--- config.mk ---
export PLATFORM = sky130hd
export DESIGN_NAME = shell_sort_engine
export DESIGN_NICKNAME = d
export VERILOG_FILES = /design/src/hdl/sse_pkg.sv /design/src/hdl/shell_sort_engine.sv
export SDC_FILE = /design/constraint.sdc
export NUM_CORES = 1
export LEC_CHECK = 0
export ABC_AREA = 1
export BUFFER_PORTS_ARGS = -buffer_cell sky130_fd_sc_hd__buf_2
export CAP_MARGIN = 30
export CORE_UTILIZATION = 56
export CTS_CLUSTER_DIAMETER = 50
export DETAILED_ROUTE_END_ITERATION = 16
export PLACE_DENSITY = 0.76
export SLEW_MARGIN = 10
export SYNTH_ARGS = -nofsm -noshare
export SYNTH_HDL_FRONTEND = slang
export SYNTH_SLANG_ARGS = --single-unit
--- constraint.sdc ---
create_clock -name clk -period 3.81 [get_ports clk]
set_input_delay 0 -clock clk [delete_from_list [all_inputs] [get_ports clk]]
set_output_delay 0 -clock clk [all_outputs]
set_load 0.1 [all_outputs]
--- src/hdl/sse_pkg.sv ---
// Shared constants and types for the shell sort engine.
package sse_pkg;

  localparam int MAX_ITEMS = 16;
  localparam int IDX_W     = (MAX_ITEMS > 1) ? $clog2(MAX_ITEMS) : 1;
  localparam int CNT_W     = $clog2(MAX_ITEMS + 1);

  typedef logic signed [31:0] word_t;
  typedef logic [IDX_W-1:0]   idx_t;
  typedef logic [CNT_W-1:0]   cnt_t;

endpackage

--- src/hdl/shell_sort_engine.sv ---
// Shell sort engine: collects a set of words, sorts it in a local memory, streams it back.
//
// Input beats arrive on s_tvalid/s_tready/s_tdata/s_tlast. Each beat carries one signed
// word; the store holds up to MAX_ITEMS words and any further words of the set are
// dropped. A beat with s_tlast high closes the set, and its word is stored when there is
// room. The block then sorts the set in place with halving gaps and emits the words in
// ascending order on m_tvalid/m_tready/m_tdata/m_tlast/m_tuser, with m_tlast on the final
// word and m_tuser high on every word of a set that lost words.
// Loading accepts one beat per cycle. The sort runs on a single memory with one read and
// one write port: each key is fetched (ST_KEY, ST_KEYD), then compared in turn with the
// words a gap apart below it, each larger word being shifted up by the gap, and then placed;
// this repeats for every key over floor(log2(n)) gaps for n words.
// Each sorted beat is read from the memory (ST_OUT, ST_OUTD) into an output register,
// and a new beat is loaded only when that register is empty or being taken; a stalled receiver simply holds the
// output register and the read sequence waits. Input is refused from the closing beat
// until the final sorted word sits in the output register, and the next set may load
// while it waits.
// Reset is synchronous; it empties the set and clears the overflow flag and the output
// valid. Memory contents need no clearing, as only words of the current set are read.
module shell_sort_engine
  import sse_pkg::*;
(
  input  logic        clk,
  input  logic        rst,
  input  logic        s_tvalid,
  output logic        s_tready,
  input  logic [31:0] s_tdata,   // [31:0] item_value
  input  logic        s_tlast,
  output logic        m_tvalid,
  input  logic        m_tready,
  output logic [31:0] m_tdata,   // [31:0] sorted_value
  output logic        m_tlast,
  output logic [0:0]  m_tuser    // [0] overflowed
);

  localparam logic [2:0] ST_LOAD = 3'd0;
  localparam logic [2:0] ST_KEY  = 3'd1;
  localparam logic [2:0] ST_KEYD = 3'd2;
  localparam logic [2:0] ST_CMP  = 3'd3;
  localparam logic [2:0] ST_PUT  = 3'd4;
  localparam logic [2:0] ST_NEXT = 3'd5;
  localparam logic [2:0] ST_OUT  = 3'd6;
  localparam logic [2:0] ST_OUTD = 3'd7;

  word_t store [MAX_ITEMS];
  word_t rdata;

  logic [2:0] state, state_next;
  cnt_t       count, count_next;
  logic       drop, drop_next;
  idx_t       gap, gap_next;
  cnt_t       pos, pos_next;
  idx_t       lo, lo_next;
  word_t      key, key_next;

  idx_t  rd_addr;
  logic  wr_en;
  idx_t  wr_addr;
  word_t wr_data;

  logic  in_beat, out_beat, room, greater;
  cnt_t  n_fin, pos_inc;
  idx_t  hi, half_gap;
  logic  load_out;

  assign s_tready = (state == ST_LOAD);
  assign in_beat  = s_tvalid && s_tready;
  assign out_beat = m_tvalid && m_tready;
  assign room     = (count < cnt_t'(MAX_ITEMS));
  assign n_fin    = room ? count + cnt_t'(1) : count;
  assign greater  = (rdata > key);
  assign hi       = lo + gap;
  assign pos_inc  = pos + cnt_t'(1);
  assign half_gap = gap >> 1;

  always_comb begin
    state_next = state;
    count_next = count;
    drop_next  = drop;
    gap_next   = gap;
    pos_next   = pos;
    lo_next    = lo;
    key_next   = key;
    rd_addr    = pos[IDX_W-1:0];
    wr_en      = 1'b0;
    wr_addr    = count[IDX_W-1:0];
    wr_data    = s_tdata;
    load_out   = 1'b0;
    case (state)
      ST_LOAD: begin
        if (in_beat) begin
          if (room) begin
            wr_en      = 1'b1;
            count_next = count + cnt_t'(1);
          end else begin
            drop_next = 1'b1;
          end
          if (s_tlast) begin
            count_next = n_fin;
            gap_next   = n_fin[CNT_W-1:1];
            pos_next   = cnt_t'(n_fin[CNT_W-1:1]);
            if (n_fin[CNT_W-1:1] == '0) begin
              pos_next   = '0;
              state_next = ST_OUT;
            end else begin
              state_next = ST_KEY;
            end
          end
        end
      end
      ST_KEY: begin
        rd_addr    = pos[IDX_W-1:0];
        state_next = ST_KEYD;
      end
      ST_KEYD: begin
        key_next   = rdata;
        lo_next    = pos[IDX_W-1:0] - gap;
        rd_addr    = pos[IDX_W-1:0] - gap;
        state_next = ST_CMP;
      end
      ST_CMP: begin
        wr_en   = 1'b1;
        wr_addr = hi;
        if (greater) begin
          wr_data = rdata;
          if (lo >= gap) begin
            lo_next = lo - gap;
            rd_addr = lo - gap;
          end else begin
            state_next = ST_PUT;
          end
        end else begin
          wr_data    = key;
          state_next = ST_NEXT;
        end
      end
      ST_PUT: begin
        wr_en      = 1'b1;
        wr_addr    = lo;
        wr_data    = key;
        state_next = ST_NEXT;
      end
      ST_NEXT: begin
        if (pos_inc < count) begin
          pos_next   = pos_inc;
          state_next = ST_KEY;
        end else if (half_gap == '0) begin
          pos_next   = '0;
          state_next = ST_OUT;
        end else begin
          gap_next   = half_gap;
          pos_next   = cnt_t'(half_gap);
          state_next = ST_KEY;
        end
      end
      ST_OUT: begin
        rd_addr = pos[IDX_W-1:0];
        if (!m_tvalid || m_tready) begin
          state_next = ST_OUTD;
        end
      end
      ST_OUTD: begin
        load_out = 1'b1;
        if (pos_inc == count) begin
          count_next = '0;
          drop_next  = 1'b0;
          state_next = ST_LOAD;
        end else begin
          pos_next   = pos_inc;
          state_next = ST_OUT;
        end
      end
      default: begin
        state_next = ST_LOAD;
      end
    endcase
  end

  always_ff @(posedge clk) begin
    if (wr_en) begin
      store[wr_addr] <= wr_data;
    end
    rdata <= store[rd_addr];
  end

  always_ff @(posedge clk) begin
    if (rst) begin
      state    <= ST_LOAD;
      count    <= '0;
      drop     <= 1'b0;
      m_tvalid <= 1'b0;
    end else begin
      state <= state_next;
      count <= count_next;
      drop  <= drop_next;
      if (load_out) begin
        m_tvalid <= 1'b1;
      end else if (out_beat) begin
        m_tvalid <= 1'b0;
      end
    end
  end

  always_ff @(posedge clk) begin
    gap <= gap_next;
    pos <= pos_next;
    lo  <= lo_next;
    key <= key_next;
    if (load_out) begin
      m_tdata    <= rdata;
      m_tlast    <= (pos_inc == count);
      m_tuser[0] <= drop;
    end
  end

endmodule

==> results of run 1 <==
[cells by family (layout without fill, tap and decap cells)]
kind of cell	Yosys count	in the layout
AOI/OAI and AO/OA	173	173
xor gates and xnor gates	10	10
adders and majority gates	52	52
buffers and inverters	511	677
DFF	633	633
and+or+nand+nor	1331	1331
[synthesized netlist by cell type (all sizes together)]
library cell  count  area (µm²)
o21bai            1        7.51
xnor2             2        17.5
fa                3        60.1
o21ai            57         285
o21a              1        7.51
nand3           594        2980
o22ai             2        12.5
or2               2        12.5
o221ai            2        17.5
ha               49         613
a31oi             3        25.0
a21oi            60         300
o311ai            1        8.76
a211oi            4        30.0
xor2              8        70.1
nor2             49         184
and3              1        6.26
inv             358        1340
a21o              2        15.0
clkinv            3        11.3
o211ai           36         270
nor3              5        40.0
clkbuf           48         180
nor4              2        12.5
a32oi             1        8.76
edfxtp          591       17700
nand4             7        43.8
a221oi            1        8.76
a2111oi           1        8.76
nand3b            1        7.51
dfxtp            42         841
a311o             1        10.0
nand2           670        2530
buf             102         524
[registers in the layout (all words and copies together) (netlist names)]
| name | count |
|---|---|
| m_tdata | 32 |
| drop | 1 |
| lo | 4 |
| rdata | 32 |
| store | 512 |
| key | 32 |
| count | 5 |
| gap | 4 |
| m_tuser | 1 |
| pos | 5 |
| state | 3 |
| m_tvalid | 1 |
| m_tlast | 1 |
[per-layer routing]
layer  GRT usage, %  vias to the layer above
li1               -                     9445
met1           42.1                     9755
met2           46.0                     1251
met3           5.30                      171
met4           9.92                        2
met5              0                        -
[critical path, delay by kind of cell (launching register included)]
kind	cells	cell delay [ns]
and+or+nand+nor	16	2.42
adders and majority gates	1	0.36
buffers and inverters	1	0.28
DFF	1	0.40
[power breakdown]
group | switching (mW) | internal, mW | total [mW]
combinational | 9.42 | 4.05 | 13.5
clock | 2.63 | 4.02 | 6.65
sequential | 0.576 | 9.63 | 10.2
total | 12.6 | 17.7 | 30.3
[timing repair]
action / 4_1_cts / 5_1_grt
hold endpoints to repair: 146 / 10
hold buffers: 16 / 4
setup buffers: 0 / 0
resized for setup: 0 / 3
setup endpoints to repair: 0 / 64
[layout make-up]
class                      count  area (µm²)  area share [%]
clock inverter                29         385            1.18
tap                          664         831            2.55
inverter                     361        1360            4.17
clock buffer                  90        1850            5.67
timing repair buffer         197        1760            5.41
multi-input combinational   1566        7800            23.9
sequential                   633       18600            57.1
[final timing paths]
check | from | to | slack (ns) | cells past startpoint
max reg2reg | rdata[27] | rdata[9] | 0.14 | 18
min reg2reg | drop | m_tuser | 0.46 | 0
min | s_tdata[3] | store[4][3] | -0.007 | 3
max | rdata[27] | rdata[9] | 0.14 | 18
[per-stage QoR]
step	TNS, ns	cells	total power [mW]	hold WS [ns]
floorplan	-259.24	2710	18.8	0.175
global placement	0	3388	23.0	0.267
detailed placement	0	3394	23.4	0.285
CTS	0	3529	30.1	0.00238
global route	-0.0521	3540	31.9	0.00472
finish	0	3540	30.3	-0.00707
==> impl_metrics.py, run 1 <==
metrics = {
    "route": {
        "highest_layer": "met5",
        "wirelength_um": 74500,
        "wl_per_cell_um": 21.1,
        "drc": 0,
        "wl_met3_um": 8500,
        "wl_met1_um": 29700,
        "drt_first_pass_iters": 6,
        "wl_met2_um": 34300,
        "via_per_inst": 5.83,
        "drt_iter0_drc": 2957,
        "ant_nets": 0,
        "dr_total_vias": 20600,
    },
    "floorplan": {
        "fp.dieW_um": 227,
        "rows": 81,
        "core_area_mm2": 0.0494,
        "initial_core_util_pct": 57.2,
        "io_pins": 73,
        "die_y_um": 227,
        "die-area_mm2": 0.0513,
    },
    "placement": {
        "place_ws_ns": 0.168,
        "io_buffers": 72,
        "gp_congestion": 0.929,
        "dpl-instance-area_mm2": 0.0301,
        "hpwl_um": 42900,
    },
    "cells_and_area": {
        "fin_nets": 2914,
        "final_cell_mix": "nand2_1 (666), nand3_1 (591), edfxtp_1 (591), inv_1 (355)",
        "fin_util_pct": 66.0,
        "fin_area_mm2": 0.0326,
        "drive_above_1_share_pct": 10.8,
        "area_growth_syn_to_layout_pct": 15.3,
        "fillers": 3507,
        "mostFrequentLayoutCell": "nand2_1",
        "antenna_cells": 0,
    },
    "clock_tree": {
        "cts.sinks": 633,
        "cts_tree": "done",
        "cts.clk_slew.worst_paths_ns": 0.06,
        "cts_buffers": 66,
        "clkLatencyLatePin_ns": 0.59,
        "cts_root_buffer": "clkbuf_16",
        "cts_max_level": 3,
        "cts_buffer_depth": 3,
    },
    "yosys": {
        "yosys_warnings": 0,
        "yosys.area_share.simple_pct": 20.6,
        "avgSynthCellArea_um2": 10.4,
        "syn_nets": 2799,
        "synth-seq-cells": 633,
        "ys_seq_area_share_pct": 65.8,
        "synth_xor_area_share_pct": 0.310,
        "ys_types": 43,
        "synthMuxAreaShare_pct": 0,
        "synthCells": 2710,
        "synth_fa_ha_area_share_pct": 2.38,
        "synth_compound_area_share_pct": 3.60,
        "synth_top_family_by_area": "simple AND/OR/NAND/NOR gates",
        "netlist_area_mm2": 0.0282,
    },
    "setup_path": {
        "cp_cell_sequence": "ha_1, nand4_1, nor3_4, and3_2, nand4_1, nand3_2, nand2_1, nand2_1, nand2_1, nand2_8, nand2_8, buf_12, nand2_1, nand2_1, nand2_1, nand3_1, nand3_1, nand2_1",
        "cp-start-kind": "flip-flop",
        "path_max_fanout": 43,
        "critPathMaxStageDelay_ns": 0.40,
        "required_ns": 4.23,
        "timing.critical_path.arrival_ns": 4.10,
        "cpMostUsedCell": "nand2_1",
        "worstSetupPathType": "flip-flop to flip-flop",
        "end_kind": "flip-flop",
        "cpMaxStageDelayCell": "dfxtp_1",
    },
    "global_route": {
        "grt-ovfl-total": 0,
        "grtUsageTotal_pct": 29.6,
        "grt_antenna_before_repair": 4,
        "grt_pass1_vias": 19700,
        "grt_max_degree": 113,
        "grt_pass1_wl_um": 114000,
    },
    "sta": {
        "rsz0062_at_grt": "yes",
        "finalSetupViolCount": 0,
        "whs_ns": -0.00707,
        "finalHoldViolCount": 5,
        "slew_viol_final": 0,
        "skew_ns": 0.0232,
        "setup_ws_ns": 0.136,
        "relSlewSlack_pct": 31.4,
        "tightest_slew_ns": 1.03,
        "clock.fmax_mhz": 272,
        "fin_crit_sh_pct": 96.4,
        "fin_crit_ns": 3.67,
    },
    "power_and_ir_drop": {
        "leakage_nw": 13.5,
        "ir_drop_mv": 0.571,
        "power-per-cell-area_mw_per_mm2": 931,
    },
    "status": {
        "violations": "negative hold slack",
        "status": "finished with violations",
    },
    "hold_path": {
        "worst_hold_path_type": "input port to flip-flop",
    },
    "run": {
        "drv_cap": 0,
    },
}
(Power assumes the default switching activity.)
==> run 2: changes to the inputs <==
--- a/config.mk
+++ b/config.mk
@@ -5,7 +5,7 @@
 export SDC_FILE = /design/constraint.sdc
 export NUM_CORES = 1
 export LEC_CHECK = 0
-export ABC_AREA = 1
+export ABC_AREA = 0
 export BUFFER_PORTS_ARGS = -buffer_cell sky130_fd_sc_hd__buf_2
 export CAP_MARGIN = 30
 export CORE_UTILIZATION = 56
==> impl_metrics.py, run 2 <==
metrics = {
    "status": {
        "status": "completed",
    },
    "setup_path": {
        "required_ns": 4.06,
        "timing.critical_path.arrival_ns": 4.05,
        "r2r_setup_slack_ns": 0.003,
        "end_kind": "flip-flop",
        "worstSetupPathType": "flip-flop to flip-flop",
        "cp-start-kind": "flip-flop",
        "path_max_fanout": 16,
        "reg2regPathDepth": 12,
    },
    "global_route": {
        "grt_pass1_wl_um": 122000,
        "grt_max_degree": 71,
        "grt-ovfl-total": 0,
        "grt_antenna_before_repair": 0,
        "grtUsageTotal_pct": 32.1,
        "grt_pass1_vias": 20000,
    },
    "cells_and_area": {
        "final_cells": 2965,
        "fin_util_pct": 68.1,
        "fin_nets": 2337,
        "regMostFlops": "store",
        "mostFrequentLayoutCell": "edfxtp_1",
        "largest_reg_flops": 512,
        "drive_above_1_share_pct": 20.9,
        "area_growth_syn_to_layout_pct": 19.4,
        "final_cell_mix": "edfxtp_1 (591), nand4_1 (234), buf_4 (172), inv_1 (143), nand3_1 (140)",
        "antenna_cells": 0,
    },
    "floorplan": {
        "fp.dieW_um": 226,
        "rows": 81,
        "die_y_um": 226,
        "die-area_mm2": 0.0509,
        "io_pins": 73,
        "initial_core_util_pct": 57.0,
        "core_area_mm2": 0.0492,
    },
    "route": {
        "dr_total_vias": 20900,
        "drt_iter0_drc": 3554,
        "via_per_inst": 7.04,
        "drc": 0,
        "drt_first_pass_iters": 9,
        "ant_nets": 0,
        "wl_per_cell_um": 28.1,
        "wirelength_um": 83300,
    },
    "yosys": {
        "avgSynthCellArea_um2": 13.6,
        "syn_nets": 2155,
        "netlist_area_mm2": 0.0280,
        "synth_top_cell_by_area": "edfxtp_1",
        "synth.most_common_cell": "edfxtp_1",
        "synth_top_area_share_pct": 63.3,
        "yosys_warnings": 0,
        "synth_flop_cell": "edfxtp_1",
        "synth_edf_count": 591,
        "synth-seq-cells": 633,
        "ys_seq_area_share_pct": 66.3,
        "synth_common_cells": "edfxtp_1 (591), nand4_1 (234), inv_1 (146), clkbuf_1 (144), nand3_1 (141)",
        "ys_types": 63,
        "synthTopCellsByArea": "edfxtp_1 (63%), nand4_1 (5.2%), o31ai_1 (3.5%), dfxtp_1 (3.0%), a2111o_1 (2.6%)",
        "synthCells": 2066,
        "async_flop_share_pct": 0,
    },
    "run": {
        "drv_cap": 0,
    },
    "power_and_ir_drop": {
        "leakage_nw": 12.1,
        "ir_drop_mv": 0.547,
        "power-per-cell-area_mw_per_mm2": 805,
    },
    "clock_tree": {
        "cts_max_level": 3,
        "cts_tree": "done",
        "cts_root_buffer": "clkbuf_16",
        "cts.clk_slew.worst_paths_ns": 0.06,
        "cts.sinks": 633,
        "clkLatencyLatePin_ns": 0.62,
        "cts_buffer_depth": 3,
        "cts_buffers": 66,
    },
    "sta": {
        "fin_crit_ns": 3.81,
        "rsz0062_at_grt": "yes",
        "slew_viol_final": 0,
        "tightest_slew_ns": 1.05,
        "finalHoldViolCount": 0,
        "skew_ns": 0.0335,
        "clock.fmax_mhz": 263,
        "finalSetupViolCount": 0,
        "relSlewSlack_pct": 29.8,
        "fin_crit_sh_pct": 99.9,
    },
    "placement": {
        "placedCellCount": 2812,
        "gp_congestion": 0.892,
        "hpwl_um": 48900,
        "io_buffers": 72,
    },
    "hold_path": {
        "hold_path_depth": 3,
        "worst_hold_path_type": "input port to flip-flop",
    },
}
## run 2: power by group
| part | internal, mW | switching [mW] |
|---|---|---|
| Combinational | 4.12 | 6.67 |
| Clock | 3.54 | 2.67 |
| Sequential | 9.28 | 0.642 |
| Total | 16.9 | 9.98 |
## run 2: worst paths after layout
path / end / from
max: store[5][31] / rdata[8]
min: store[5][3] / s_tdata[3]
max reg2reg: store[5][31] / rdata[8]
min reg2reg: m_tuser / drop
## run 2: stage by stage
stage                     total power, mW  hold slack (ns)  setup TNS [ns]  setup slack, ns  area (µm²)
final                                26.9           0.0212               0          0.00260       33500
after global routing                 27.8           0.0397           -1.55           -0.118       33500
after CTS                            26.1           0.0501               0          0.00769       33000
after detailed placement             19.8            0.295          -0.756           -0.161       30700
after global placement               19.4            0.285          -0.417           -0.111       30700
after floorplan                      15.6            0.148               0           0.0579       28000
## run 2: what timing repair did
item,4_1_cts,5_1_grt
setup buffers,0,19
cloned,0,2
gates resized for setup,18,67
hold endpoints to repair,92,0
pin swaps,0,24
hold buffers,11,0
setup endpoints to repair,52,367
## run 2: cell type report
type | instances | area [µm²]
Tap cell | 664 | 831
Fill cell | 3153 | 15700
Timing Repair Buffer | 316 | 2910
Sequential cell | 633 | 18600
Inverter | 146 | 548
Clock inverter | 30 | 244
Multi-Input combinational cell | 1085 | 8500
Clock buffer | 91 | 1840
## run 2: metal layers
layer	global-route usage, %	up-vias	routed length (µm)
li1	-	8757	-
met1	42.6	10100	30000
met2	50.5	1730	38300
met3	7.33	266	11200
met4	14.9	0	3760
met5	0	-	0
## run 2: cell families after synthesis
logic type      share of synthesized area, %
fa+ha+maj                               2.40
flops                                   66.3
mux                                     2.55
xor+xnor                               0.406
compound gates                          13.2
simple gates                            9.95
buf+inv                                 5.13
## run 2: worst max-delay path, stage by stage, from the launching register on
cell	delay, ns
dfxtp_1	0.41
ha_1	0.33
nand4_1	0.09
buf_4	0.18
a2111o_1	0.46
a41oi_4	0.34
nor2_1	0.10
xnor2_1	0.16
nor2_2	0.16
o21ai_2	0.14
buf_4	0.22
a222oi_1	0.48
inv_1	0.36
